--- config.mk ---
export PLATFORM = sky130hd
export DESIGN_NAME = pli_cell
export DESIGN_NICKNAME = d
export VERILOG_FILES = /design/src/hdl/pli_pkg.sv /design/src/hdl/pli_cell.sv
export SDC_FILE = /design/constraint.sdc
export NUM_CORES = 1
export LEC_CHECK = 0
export ABC_AREA = 1
export BUFFER_PORTS_ARGS = -buffer_cell sky130_fd_sc_hd__buf_2
export CAP_MARGIN = 15
export CORE_MARGIN = 10
export CORE_UTILIZATION = 41
export CTS_CLUSTER_DIAMETER = 150
export DETAILED_ROUTE_END_ITERATION = 10
export PLACE_DENSITY = 0.81
export SYNTH_ARGS = -nofsm -noshare
export SYNTH_HDL_FRONTEND = slang
export SYNTH_SLANG_ARGS = --single-unit
--- constraint.sdc ---
create_clock -name i_clk -period 4.8 [get_ports i_clk]
set_clock_uncertainty 0.1 [all_clocks]
set_input_delay 0.48 -clock i_clk [delete_from_list [all_inputs] [get_ports i_clk]]
set_output_delay 0.48 -clock i_clk [all_outputs]
set_load 0.01 [all_outputs]
--- src/hdl/pli_pkg.sv ---
package pli_pkg;

    // Default list capacity.
    localparam int CAPACITY_DEF = 128;

    // Operation codes carried in the func field.
    typedef enum logic [0:0] {
        FUNC_INSERT = 1'b0,
        FUNC_DELETE = 1'b1
    } t_func;

    // Result status codes.
    typedef enum logic [1:0] {
        ST_DONE   = 2'd0,
        ST_BADPOS = 2'd1,
        ST_FULL   = 2'd2
    } t_status;

    // Shift command broadcast from the control logic to every cell.
    typedef struct packed {
        logic               ins;
        logic               del;
        logic [7:0]         position;
        logic signed [31:0] value;
    } t_shift_cmd;

endpackage

--- src/hdl/pli_cell.sv ---
module pli_cell
    import pli_pkg::*;
#(
    parameter int CELL_IDX = 0,
    parameter int SLOT_W   = 9
) (
    input  logic               i_clk,
    input  t_shift_cmd         i_cmd,
    input  logic signed [31:0] i_left,
    input  logic signed [31:0] i_right,
    output logic signed [31:0] o_data,
    output logic signed [31:0] o_tap
);

    localparam logic [SLOT_W-1:0] SLOT = SLOT_W'(CELL_IDX + 1);

    logic signed [31:0] r_data;
    logic signed [31:0] n_data;
    logic [SLOT_W-1:0]  w_pos;
    logic               w_at;
    logic               w_after;

    // Compare the broadcast position with this cell's own one-based slot.
    assign w_pos   = SLOT_W'(i_cmd.position);
    assign w_at    = (w_pos == SLOT);
    assign w_after = (SLOT > w_pos);

    // An insert pushes entries up from the target; a delete pulls them down.
    always_comb begin
        n_data = r_data;
        if (i_cmd.ins) begin
            if (w_at) begin
                n_data = i_cmd.value;
            end else if (w_after) begin
                n_data = i_left;
            end
        end else if (i_cmd.del) begin
            if (w_at || w_after) begin
                n_data = i_right;
            end
        end
    end

    always_ff @(posedge i_clk) begin
        r_data <= n_data;
    end

    assign o_data = r_data;
    // The entry at the target slot, zero elsewhere, for the removed-word gather.
    assign o_tap  = w_at ? r_data : 32'sd0;

endmodule

==> run summary, run 1 <==
The post-route worst setup slack is 1.84 ns. The root buffer cell is sky130_fd_sc_hd__clkbuf_8. Across all layers, the routed design uses 2588 vias. The worst hold path begins at i_right[10]. Once the floorplan was initialized, standard cells occupied 42.4% of the core. The mean cell area of the mapped netlist is 6.60 um2. The worst hold path terminates at o_data[10].

The time the worst path needs with I/O delays and setup came out at 2.96 ns. The cell area after synthesis is 2350 um2. The final net count is 622.

Counting every net in the synthesized netlist gives 463. The register with the most flip-flops in the layout has 32 of them. The maximum number of pins on one net before global-route repair came out at 65. Leaving out filler cells and counting taps, the final layout contains 587.

The final routed DRC violation total is 0. Synthesis produced a netlist whose cell count is 356. The number of distinct library cell variants in the gate-level netlist after synthesis came out at 17. The layout overhead on the synthesized area is 38.6%. The sink count of the clock tree came out at 32.

The worst hold path class is input pin to register. The hold path depth came out at 3. The die footprint is 9160 um2. The die span in y came out at 95.7 um. The initial antenna violation count came out at 0. Setup repair after global routing left no endpoint under its margin.

The library cell appearing most often on the critical path is sky130_fd_sc_hd__buf_2. At the pin with the least slew margin, the transition time is 0.989 ns. The number of storage elements in the synthesis netlist came out at 32. The total count of hold-check failures in the final report came out at 0. The first-pass GRT wire length came out at 11800 um. Before CTS, the worst setup slack after placement is 1.86 ns. The maximum fanout count along the critical path came out at 64. The number of antenna repair diodes is 0. The setup TNS after final layout is 0 ns. The number of buffers inserted by port buffering came out at 170.

Sequential elements use 40.9% of the synthesized area. The iteration-0 DRC count of the detailed router is 109. The total track usage is 16.0%. IR analysis of the VDD net gives a maximum drop of 0.0000813 V. The run finished with clean final reports. The max-capacitance violation count came out at 0. The number of routed nets with antenna violations is 0.

The number of setup buffers added after CTS is 0. The number of buffers and inverters on the critical path came out at 3. TritonCTS built the clock tree.

Gates resized during post-CTS repair numbered 0. The number of buffers created by CTS came out at 5. The count of final max-slew check failures came to 0. On the critical path, the stage with the largest delay is an instance of sky130_fd_sc_hd__nor2_4.

The H-tree generated during clock tree synthesis spans 2 levels. The critical path is of the input pin to primary output type. STA classifies the critical path endpoint as a primary output. The number of hold-repair buffers added at the cts stage is 0. The maximum operating frequency came out at 337 MHz. For this block, the routed nets add up to 7800 um of wire. The maximum buffer depth of the clock tree is 2. The delay of the slowest cell on the worst path is 0.63 ns. The total grt overflow came out at 0. The final worst-path cycle share came out at 61.7%.

The data required time of the worst path came out at 4.22 ns. The via count of the first global-routing pass came out at 2567. Among cell families on the critical path, the largest total delay comes from simple AND/OR/NAND/NOR gates.

The HPWL after detailed placement is 6100 um. The I/O pin count came out at 171. After detailed routing, the number of vias per cell comes to 4.41. The average detailed-routed wire length per instance came out at 13.3 um. Yosys printed 0 warnings. The worst setup path is launched from an input pin. The number of failing setup endpoints in the final timing report came out at 0. In this run the standard cell core region covers 5540 um2. From left edge to right edge, the die measures 95.7 um. The arrival time at the worst endpoint came out at 2.38 ns. The signal on the critical path passes through buf_2 -> inv_1 -> nand2_1 -> nor2_4 -> nand2_4 -> nor2_1 -> buf_2. The number of iterations in the first detailed-routing pass is 4. The CTS clock-pin slew for the worst setup and hold paths came out at 0.06 ns. In this run, placement finished with an instance count of 580. The weighted congestion at the end of routability-driven global placement is 0.854. The floorplan has 27 rows. The leakage power figure is 0.00215 uW. The share of cells above drive strength 1 came out at 35.9%. The worst slew slack as a fraction of its limit is 34.0%. The power density of the placed cells is 186 nW/um2.
-- logic make-up (layout without fill, tap and decap cells) --
group,count (synthesis),after routing,share of synthesized area [%]
simple gates,200,200,37.0
buf+inv,123,282,21.9
flops,32,32,40.9
compound gates,1,1,0.213
-- through the flow --
step | utilization, % | area [um2] | power, uW | hold WS [ns]
floorplan | - | 2350 | 372 | 0.566
global placement | 57.4 | 3180 | 420 | 0.650
detailed placement | 57.4 | 3180 | 423 | 0.653
CTS | 58.8 | 3260 | 612 | 0.359
global route | 58.8 | 3260 | 643 | 0.369
finish | 58.8 | 3260 | 607 | 0.370
-- synthesized netlist by cell type --
master                     instances  area (um2)
sky130_fd_sc_hd__buf_4             5        37.5
sky130_fd_sc_hd__clkbuf_1          5        18.8
sky130_fd_sc_hd__nor2_1           32         120
sky130_fd_sc_hd__nand2_1          98         368
sky130_fd_sc_hd__nor3_1            1        5.00
sky130_fd_sc_hd__buf_1             1        3.75
sky130_fd_sc_hd__nand3_1          64         320
sky130_fd_sc_hd__inv_1           102         383
sky130_fd_sc_hd__edfxtp_1         32         961
sky130_fd_sc_hd__nor2_8            1        20.0
sky130_fd_sc_hd__nor2_4            1        11.3
sky130_fd_sc_hd__nand2_4           1        11.3
sky130_fd_sc_hd__inv_2             2        7.51
sky130_fd_sc_hd__buf_6             4        45.0
sky130_fd_sc_hd__buf_2             4        20.0
sky130_fd_sc_hd__o21ai_0           1        5.00
sky130_fd_sc_hd__nand2_2           2        12.5
-- area by class of cell --
class                      count  area, um2
clock buffer                   6       72.6
clock inverter                 1       5.00
fill                         549       2280
inverter                     104        390
multi-input combinational    201        878
sequential                    32        961
tap                           72       90.1
timing repair buffer         171        858
-- routing by layer --
metal	global-route usage, %	part of all wire (%)	vias up	wire length [um]
met5	0	0	-	0
met4	4.18	1.3	0	99
met3	4.05	8.2	9	643
met2	29.1	52	127	4060
met1	18.1	38	1092	3000
li1	-	-	1360	-
-- report_power, final --
part / switching [uW] / internal, uW
logic: 54.1 / 51.2
registers: 0.694 / 311
clock network: 91.1 / 98.4
total: 146 / 461
-- layout by cell type, fill, tap and decap left out, types with 2 or more instances in the layout --
cell type / synthesis / final
sky130_fd_sc_hd__clkbuf_8: 0 / 5
sky130_fd_sc_hd__inv_1: 102 / 102
sky130_fd_sc_hd__nand2_1: 98 / 98
sky130_fd_sc_hd__buf_2: 4 / 170
sky130_fd_sc_hd__edfxtp_1: 32 / 32
sky130_fd_sc_hd__nand3_1: 64 / 64
sky130_fd_sc_hd__nand2_2: 2 / 2
sky130_fd_sc_hd__inv_2: 2 / 2
sky130_fd_sc_hd__nor2_1: 32 / 32
-- how the worst max path moves through the flow --
stage	from	end	slack [ns]	depth (start not counted)
after floorplan	i_cmd[35]	o_data[0]	1.04	6
after global placement	i_cmd[37]	o_tap[23]	2.00	7
after detailed placement	i_cmd[37]	o_tap[28]	1.86	7
after CTS	i_cmd[37]	o_tap[28]	1.87	7
after global routing	i_cmd[37]	o_tap[28]	1.62	7
final	i_cmd[37]	o_tap[9]	1.84	7
-- worst min-delay path: stages --
cell                      delay (ns)
sky130_fd_sc_hd__buf_2          0.07
sky130_fd_sc_hd__nand2_1        0.04
sky130_fd_sc_hd__nand2_1        0.05
No activity file was read; power rests on OpenSTA's default activity.
==> inputs of run 2 (changes only) <==
--- a/config.mk
+++ b/config.mk
@@ -9,10 +9,10 @@
 export BUFFER_PORTS_ARGS = -buffer_cell sky130_fd_sc_hd__buf_2
 export CAP_MARGIN = 15
 export CORE_MARGIN = 10
-export CORE_UTILIZATION = 41
+export CORE_UTILIZATION = 37
 export CTS_CLUSTER_DIAMETER = 150
 export DETAILED_ROUTE_END_ITERATION = 10
-export PLACE_DENSITY = 0.81
+export PLACE_DENSITY = 0.77
 export SYNTH_ARGS = -nofsm -noshare
 export SYNTH_HDL_FRONTEND = slang
 export SYNTH_SLANG_ARGS = --single-unit
==> constraint.sdc (replaced) <==
create_clock -name i_clk -period 2.5 [get_ports i_clk]
set_clock_uncertainty 0.1 [all_clocks]
set_input_delay 0.25 -clock i_clk [delete_from_list [all_inputs] [get_ports i_clk]]
set_output_delay 0.25 -clock i_clk [all_outputs]
set_load 0.01 [all_outputs]
==> run summary, run 2 (same netlist as run 1, synthesis figures left out) <==
The HPWL after detailed placement is 6480 um. The data required time of the worst path came out at 2.15 ns. The die boundary width came out at 99.7 um.

Once the clock tree was built, the resizer swapped 0 gates to a different size. The kind of capture point of the worst setup path is a primary output. The top cell types in the final layout, fill and taps aside, are sky130_fd_sc_hd__buf_2, sky130_fd_sc_hd__inv_1, sky130_fd_sc_hd__nand2_1, sky130_fd_sc_hd__nand3_1. The final net count came out at 626. The row count came out at 28. The maximum operating frequency is 564 MHz. Leaving out fill and tap cells, the most frequent cell in the layout is sky130_fd_sc_hd__buf_2.

The power density of the placed cells came out at 359 nW/um2. Across all hold checks on the routed design, the worst slack comes to 0.137 ns. The number of buffers created by CTS is 5. The highest ir drop seen on vdd came out at 0.000168 V. The arrival time at the worst endpoint is 1.42 ns. The max-capacitance violation count is 0. The leakage power figure came out at 0.00217 uW. The iteration-0 DRC count of the detailed router is 185. The number of hold-repair buffers added at the cts stage is 0. TritonCTS built the clock tree.

For this run the aggregate overflow at the end of global routing stands at 0. STA classifies the critical path startpoint as an input pin. In this run the clock root is driven by a sky130_fd_sc_hd__clkbuf_8.

The initial utilization of the core area, before any placement, comes to 39.0%. By startpoint and endpoint, the worst setup path is classified as input pin to primary output. The number of routed nets with antenna violations is 0.

The total area inside the core boundary comes to 6030 um2. Setup violations remaining at the end of the flow were counted as 0. The first global-routing pass estimated 12900 um of wire. After detailed routing, the total wire length is 8140 um. In the final layout, the share of cells above drive strength 1 is 36.2%.

The placed instance area is 3220 um2. The clock net in this run drives a total of 32 sinks. The average detailed-routed wire length per instance is 13.7 um. Subtracting the final worst setup slack from the clock period gives 1.77 ns.

From bottom edge to top edge, the die measures 99.7 um. The finished layout cell area came out at 3300 um2. The transition at the pin with the smallest max-transition slack is 0.952 ns. The weighted congestion at the end of routability-driven global placement came out at 0.879. The repair_antennas step left the layout with diodes totalling 0. The die footprint is 9940 um2.

Before antenna repair, the detailed router went through 4 iterations. Setup repair after global routing left no endpoint under its margin. The maximum number of pins on one net before global-route repair is 65. The count of final max-slew check failures is 0. In this run the count of I/O pins placed on the die edge is 171.

The number of setup buffers added after CTS came out at 0. The total count of hold-check failures in the final report is 0. The maximum buffer depth of the clock tree is 2. The number of flip-flops in the largest register is 32. The hold path depth came out at 3.

Clock-pin slew was measured on the worst setup and hold paths at 0.07 ns. The routed layout has 2576 vias. Port buffering added 170 buffers.

The worst hold path begins at i_right[13]. The worst hold path class is input pin to register. The via density per instance came out at 4.33.

The final worst-path cycle share came out at 70.9%. The flow ran to the end, and the final reports show no timing, DRC or antenna violations. The via count of the first global-routing pass is 2688.

The area growth from synthesis to layout is 40.4%. The worst slew slack as a fraction of its limit is 36.5%. Global routing used 15.8% of the available tracks. The clock tree synthesis step divided the H-tree into 2 levels. The initial antenna violation count was 0. The path with the worst hold slack has its endpoint at o_data[13].

The setup TNS after final layout is 0 ns. The final routed DRC violation total came out at 0. The maximum fanout count along the critical path came out at 64.
==> run 2: cell count changes in the layout (fill, tap and decap cells not counted), sizes merged <==
| cell | previous run | this run |
|---|---|---|
| clkbuf | 6 | 7 |
| buf | 171 | 175 |
==> run 2: worst max-delay path by stage <==
stage	startpoint	endpoint	depth (start not counted)
floorplan	i_cmd[35]	o_data[0]	6
global placement	i_cmd[41]	o_data[21]	4
detailed placement	i_cmd[41]	o_data[29]	4
CTS	i_cmd[37]	o_tap[23]	7
global route	i_cmd[37]	o_tap[23]	7
finish	i_cmd[37]	o_tap[23]	7
==> run 2: metrics by stage <==
step           power [uW]  worst slack (ns)  utilization, %  instances
6_report             1180             0.727            54.7        595
3_5_place_dp          818             0.650            53.4        587
4_1_cts              1190             0.717            54.7        595
5_1_grt              1250             0.576            54.7        595
3_3_place_gp          811             0.717            53.4        587
2_1_floorplan         716             0.378               -        356
==> run 2: final cells by class <==
class	instances	area (um2)
flip-flops and latches	32	961
clock buffers	7	76.3
clock inverters	1	3.75
repair buffers	175	888
inverters	104	390
well taps	75	93.8
multi-input cells	201	885
fillers	585	2730
==> run 2: critical path, stage by stage <==
cell and delay, ns:
sky130_fd_sc_hd__buf_2 0.09, sky130_fd_sc_hd__inv_1 0.04, sky130_fd_sc_hd__nand2_1 0.13, sky130_fd_sc_hd__nor2_4 0.15, sky130_fd_sc_hd__nand2_4 0.34, sky130_fd_sc_hd__nor2_1 0.22
sky130_fd_sc_hd__buf_2 0.16
==> run 2: metal layers <==
layer  up-vias  GRT usage, %  wire (um)
met5         -             0          0
met4         0          6.17        177
met3        15          5.74        684
met2       118          27.3       4170
met1      1074          17.0       3100
li1       1369             -          -
==> run 2: power by group <==
group | internal (uW) | total (uW) | switching (uW)
Sequential | 598 | 599 | 1.38
Combinational | 101 | 207 | 107
Clock | 194 | 377 | 183
==> inputs of run 3 (changes only) <==
--- a/config.mk
+++ b/config.mk
@@ -5,14 +5,14 @@
 export SDC_FILE = /design/constraint.sdc
 export NUM_CORES = 1
 export LEC_CHECK = 0
-export ABC_AREA = 1
+export ABC_AREA = 0
 export BUFFER_PORTS_ARGS = -buffer_cell sky130_fd_sc_hd__buf_2
 export CAP_MARGIN = 15
 export CORE_MARGIN = 10
-export CORE_UTILIZATION = 37
+export CORE_UTILIZATION = 40
 export CTS_CLUSTER_DIAMETER = 150
 export DETAILED_ROUTE_END_ITERATION = 10
-export PLACE_DENSITY = 0.77
+export PLACE_DENSITY = 0.81
 export SYNTH_ARGS = -nofsm -noshare
 export SYNTH_HDL_FRONTEND = slang
 export SYNTH_SLANG_ARGS = --single-unit
==> constraint.sdc (replaced) <==
create_clock -name i_clk -period 1.7 [get_ports i_clk]
set_clock_uncertainty 0.1 [all_clocks]
set_input_delay 0.17 -clock i_clk [delete_from_list [all_inputs] [get_ports i_clk]]
set_output_delay 0.17 -clock i_clk [all_outputs]
set_load 0.01 [all_outputs]
==> run summary, run 3 <==
The time the worst path needs with I/O delays and setup came out at 1.66 ns. Sorting the synthesized cells by how often they occur yields sky130_fd_sc_hd__a21oi_1, sky130_fd_sc_hd__edfxtp_1, sky130_fd_sc_hd__mux2i_1, sky130_fd_sc_hd__nor2b_1, sky130_fd_sc_hd__and2_2. The synthesized netlist cell count is 214. The library cells used most frequently in the layout, excluding fill and tap cells, are sky130_fd_sc_hd__buf_2, sky130_fd_sc_hd__a21oi_1, sky130_fd_sc_hd__nor2b_1, sky130_fd_sc_hd__mux2i_1, sky130_fd_sc_hd__edfxtp_1. The proportion of synthesized chip area in sequential cells came out at 43.6%.

After detailed routing, the number of vias per cell comes to 4.82. The total track usage is 15.3%. The root buffer cell is sky130_fd_sc_hd__clkbuf_8. The final net count came out at 491.

Dividing total power by cell area gives a power density of 535 nW/um2. Along the worst hold path, the cell count comes to 3. The iteration-0 DRC count of the detailed router came out at 42. The slowest cell on the critical path is sky130_fd_sc_hd__and4b_2.

The worst setup path is captured at a primary output. The number of filler instances in the final layout came out at 464. The startpoint kind of the worst setup timing path is an input pin. After synthesis the netlist holds a flip-flop and latch count of 32. The count of final max-slew check failures is 0. The number of antenna repair diodes is 0. The die footprint is 8880 um2. Setup repair after global routing could not meet its margin everywhere.

The tool flagged a number of max-cap violations equal to 0. The path type of the worst setup path is input pin to primary output. The number of failing setup endpoints in the final timing report came out at 0. The layout overhead on the synthesized area is 48.3%. The mean cell area of the mapped netlist is 10.3 um2.

After floorplanning, the core was sized to cover 5240 um2. The maximum operating frequency is 604 MHz. The number of routed nets with antenna violations came out at 0.

The initial antenna violation count came out at 0. In the routed design, unresolved DRC markers number 0. The number of flip-flops in the largest register came out at 32. Leaving out fill and tap cells, the most frequent cell in the layout is sky130_fd_sc_hd__buf_2.

The via count of the first global-routing pass came out at 2270. The final worst-path cycle share came out at 97.4%. The number of buffers inserted by port buffering is 170.

After legalization and detailed placement, the total HPWL measured 5970 um. The endpoint of the worst hold path is o_data[1]. The share of synthesized registers carrying an async set or reset came out at 0%.

The run finished with clean final reports. The number of enable-type register cells in the synthesized netlist came out at 32. Yosys instantiated no cell more often than sky130_fd_sc_hd__a21oi_1. Across all hold checks on the routed design, the worst slack comes to 0.151 ns. The maximum fanout count along the critical path is 8. At the worst endpoint, the arrival time is 1.39 ns. The setup TNS after final layout is 0 ns. The row count is 26. For this configuration, the core starts out at a cell density of 42.1%. In the post-synthesis netlist, the biggest area contributors are sky130_fd_sc_hd__edfxtp_1, sky130_fd_sc_hd__a21oi_1, sky130_fd_sc_hd__mux2i_1. The number of clock buffers added by TritonCTS is 5. The number of distinct library cell variants in the gate-level netlist after synthesis is 16. Traced cell by cell, the critical path runs through buf_6 -> nor4_4 -> and4b_2 -> and2_2 -> buf_2. The weighted congestion at the end of routability-driven global placement came out at 0.826. The average detailed-routed wire length per instance came out at 17.0 um.

The first-pass GRT wire length is 10900 um. During I/O placement, the number of pins put on the boundary was 171. The die boundary width is 94.3 um. In this run the worst hold path is classified as input pin to register. TritonCTS built the clock tree. Clock-pin slew was measured on the worst setup and hold paths at 0.06 ns.

In this run the tightest slew margin relative to its limit is 70.8%. The die span in y came out at 94.3 um. The total grt overflow is 0. Counting every sink on the clock net gives 32. The number of nets in the synthesized netlist is 321. In this run the most critical hold path is launched from i_cmd[1]. Wires add up to 7720 um. The transition at the pin with the smallest max-transition slack is 0.435 ns. Summing every instance area after synthesis gives 2210 um2. The most used flip-flop cell after synthesis is sky130_fd_sc_hd__edfxtp_1. For this run, the number of Yosys warnings is 0. The number of setup buffers added after CTS is 0. The total count of hold-check failures in the final report came out at 0. The share of synthesized area in the top cell type comes to 43.6%. The highest ir drop seen on vdd came out at 0.000412 V.

The number of iterations in the first detailed-routing pass came out at 4. The data required time of the worst path came out at 1.43 ns. The clock passes through at most 2 buffers. The largest single stage delay on the critical path is 0.44 ns. The synthesized design spends more area on one cell type than any other, namely sky130_fd_sc_hd__edfxtp_1. The maximum number of pins on one net before global-route repair came out at 67. The routed via count came out at 2191. The number of H-tree levels is 2.

The post-route netlist has 53.8% of its cells at a drive strength greater than 1. The leakage power figure came out at 0.00171 uW.
-- run 3: cells by family (layout without fill, tap and decap cells) --
group / after synthesis / after routing / synth area share, %
AO/OA/AOI/OAI: 65 / 65 / 15.0
buffers and inverters: 16 / 185 / 4.93
multiplexers: 32 / 32 / 14.5
AND/OR/NAND/NOR: 69 / 71 / 22.0
flip-flops: 32 / 32 / 43.6
-- run 3: per-stage QoR --
stage               cell area, um2  setup slack (ns)  power [uW]  util, %  std cells
global route                  3270           -0.0140        1850     62.4        455
CTS                           3220            0.0335        1760     61.4        453
floorplan                     2210           0.00557        1060        -        214
finish                        3270            0.0447        1750     62.4        455
global placement              3140            0.0927        1200     59.9        445
detailed placement            3140            0.0348        1220     59.9        445
-- run 3: area by class of cell --
class	instances	area (um2)	area share [%]
clock buffer	7	76.3	2.33
tap	70	87.6	2.68
timing repair buffer	177	978	29.9
sequential	32	961	29.4
clock inverter	1	3.75	0.115
multi-input combinational	168	1160	35.6
-- run 3: worst max-delay path by stage --
stage | from | to | slack, ns | cells past startpoint
2_1_floorplan | i_cmd[41] | o_data[0] | 0.006 | 3
3_3_place_gp | i_cmd[34] | o_tap[13] | 0.09 | 5
3_5_place_dp | i_cmd[34] | o_tap[18] | 0.03 | 5
4_1_cts | i_cmd[34] | o_tap[18] | 0.03 | 5
5_1_grt | i_cmd[35] | o_tap[31] | -0.01 | 5
6_report | i_cmd[35] | o_tap[7] | 0.04 | 5
-- run 3: where the power goes --
group	internal, uW	leakage, uW	total, uW	switching (uW)
logic	180	0.00139	325	144
clock network	285	0.0000399	545	261
registers	879	0.000278	881	1.85
total	1340	0.00171	1750	407
-- run 3: repair_timing --
| action | 4_1_cts | 5_1_grt |
|---|---|---|
| hold buffers | 0 | 0 |
| endpoints found under the setup margin | 0 | 23 |
| hold endpoints to repair | 0 | 0 |
| resized for setup | 0 | 7 |
-- run 3: critical path: cells and delay by family --
family | cells | cell delay, ns
and+or+nand+nor | 3 | 1.00
buffers and inverters | 2 | 0.21
-- run 3: routing by layer --
layer | vias to the layer above | GRT usage, % | routed length (um)
li1 | 1120 | - | -
met1 | 983 | 14.3 | 2770
met2 | 81 | 29.1 | 4160
met3 | 7 | 6.63 | 708
met4 | 0 | 4.56 | 77
met5 | - | 0 | 0
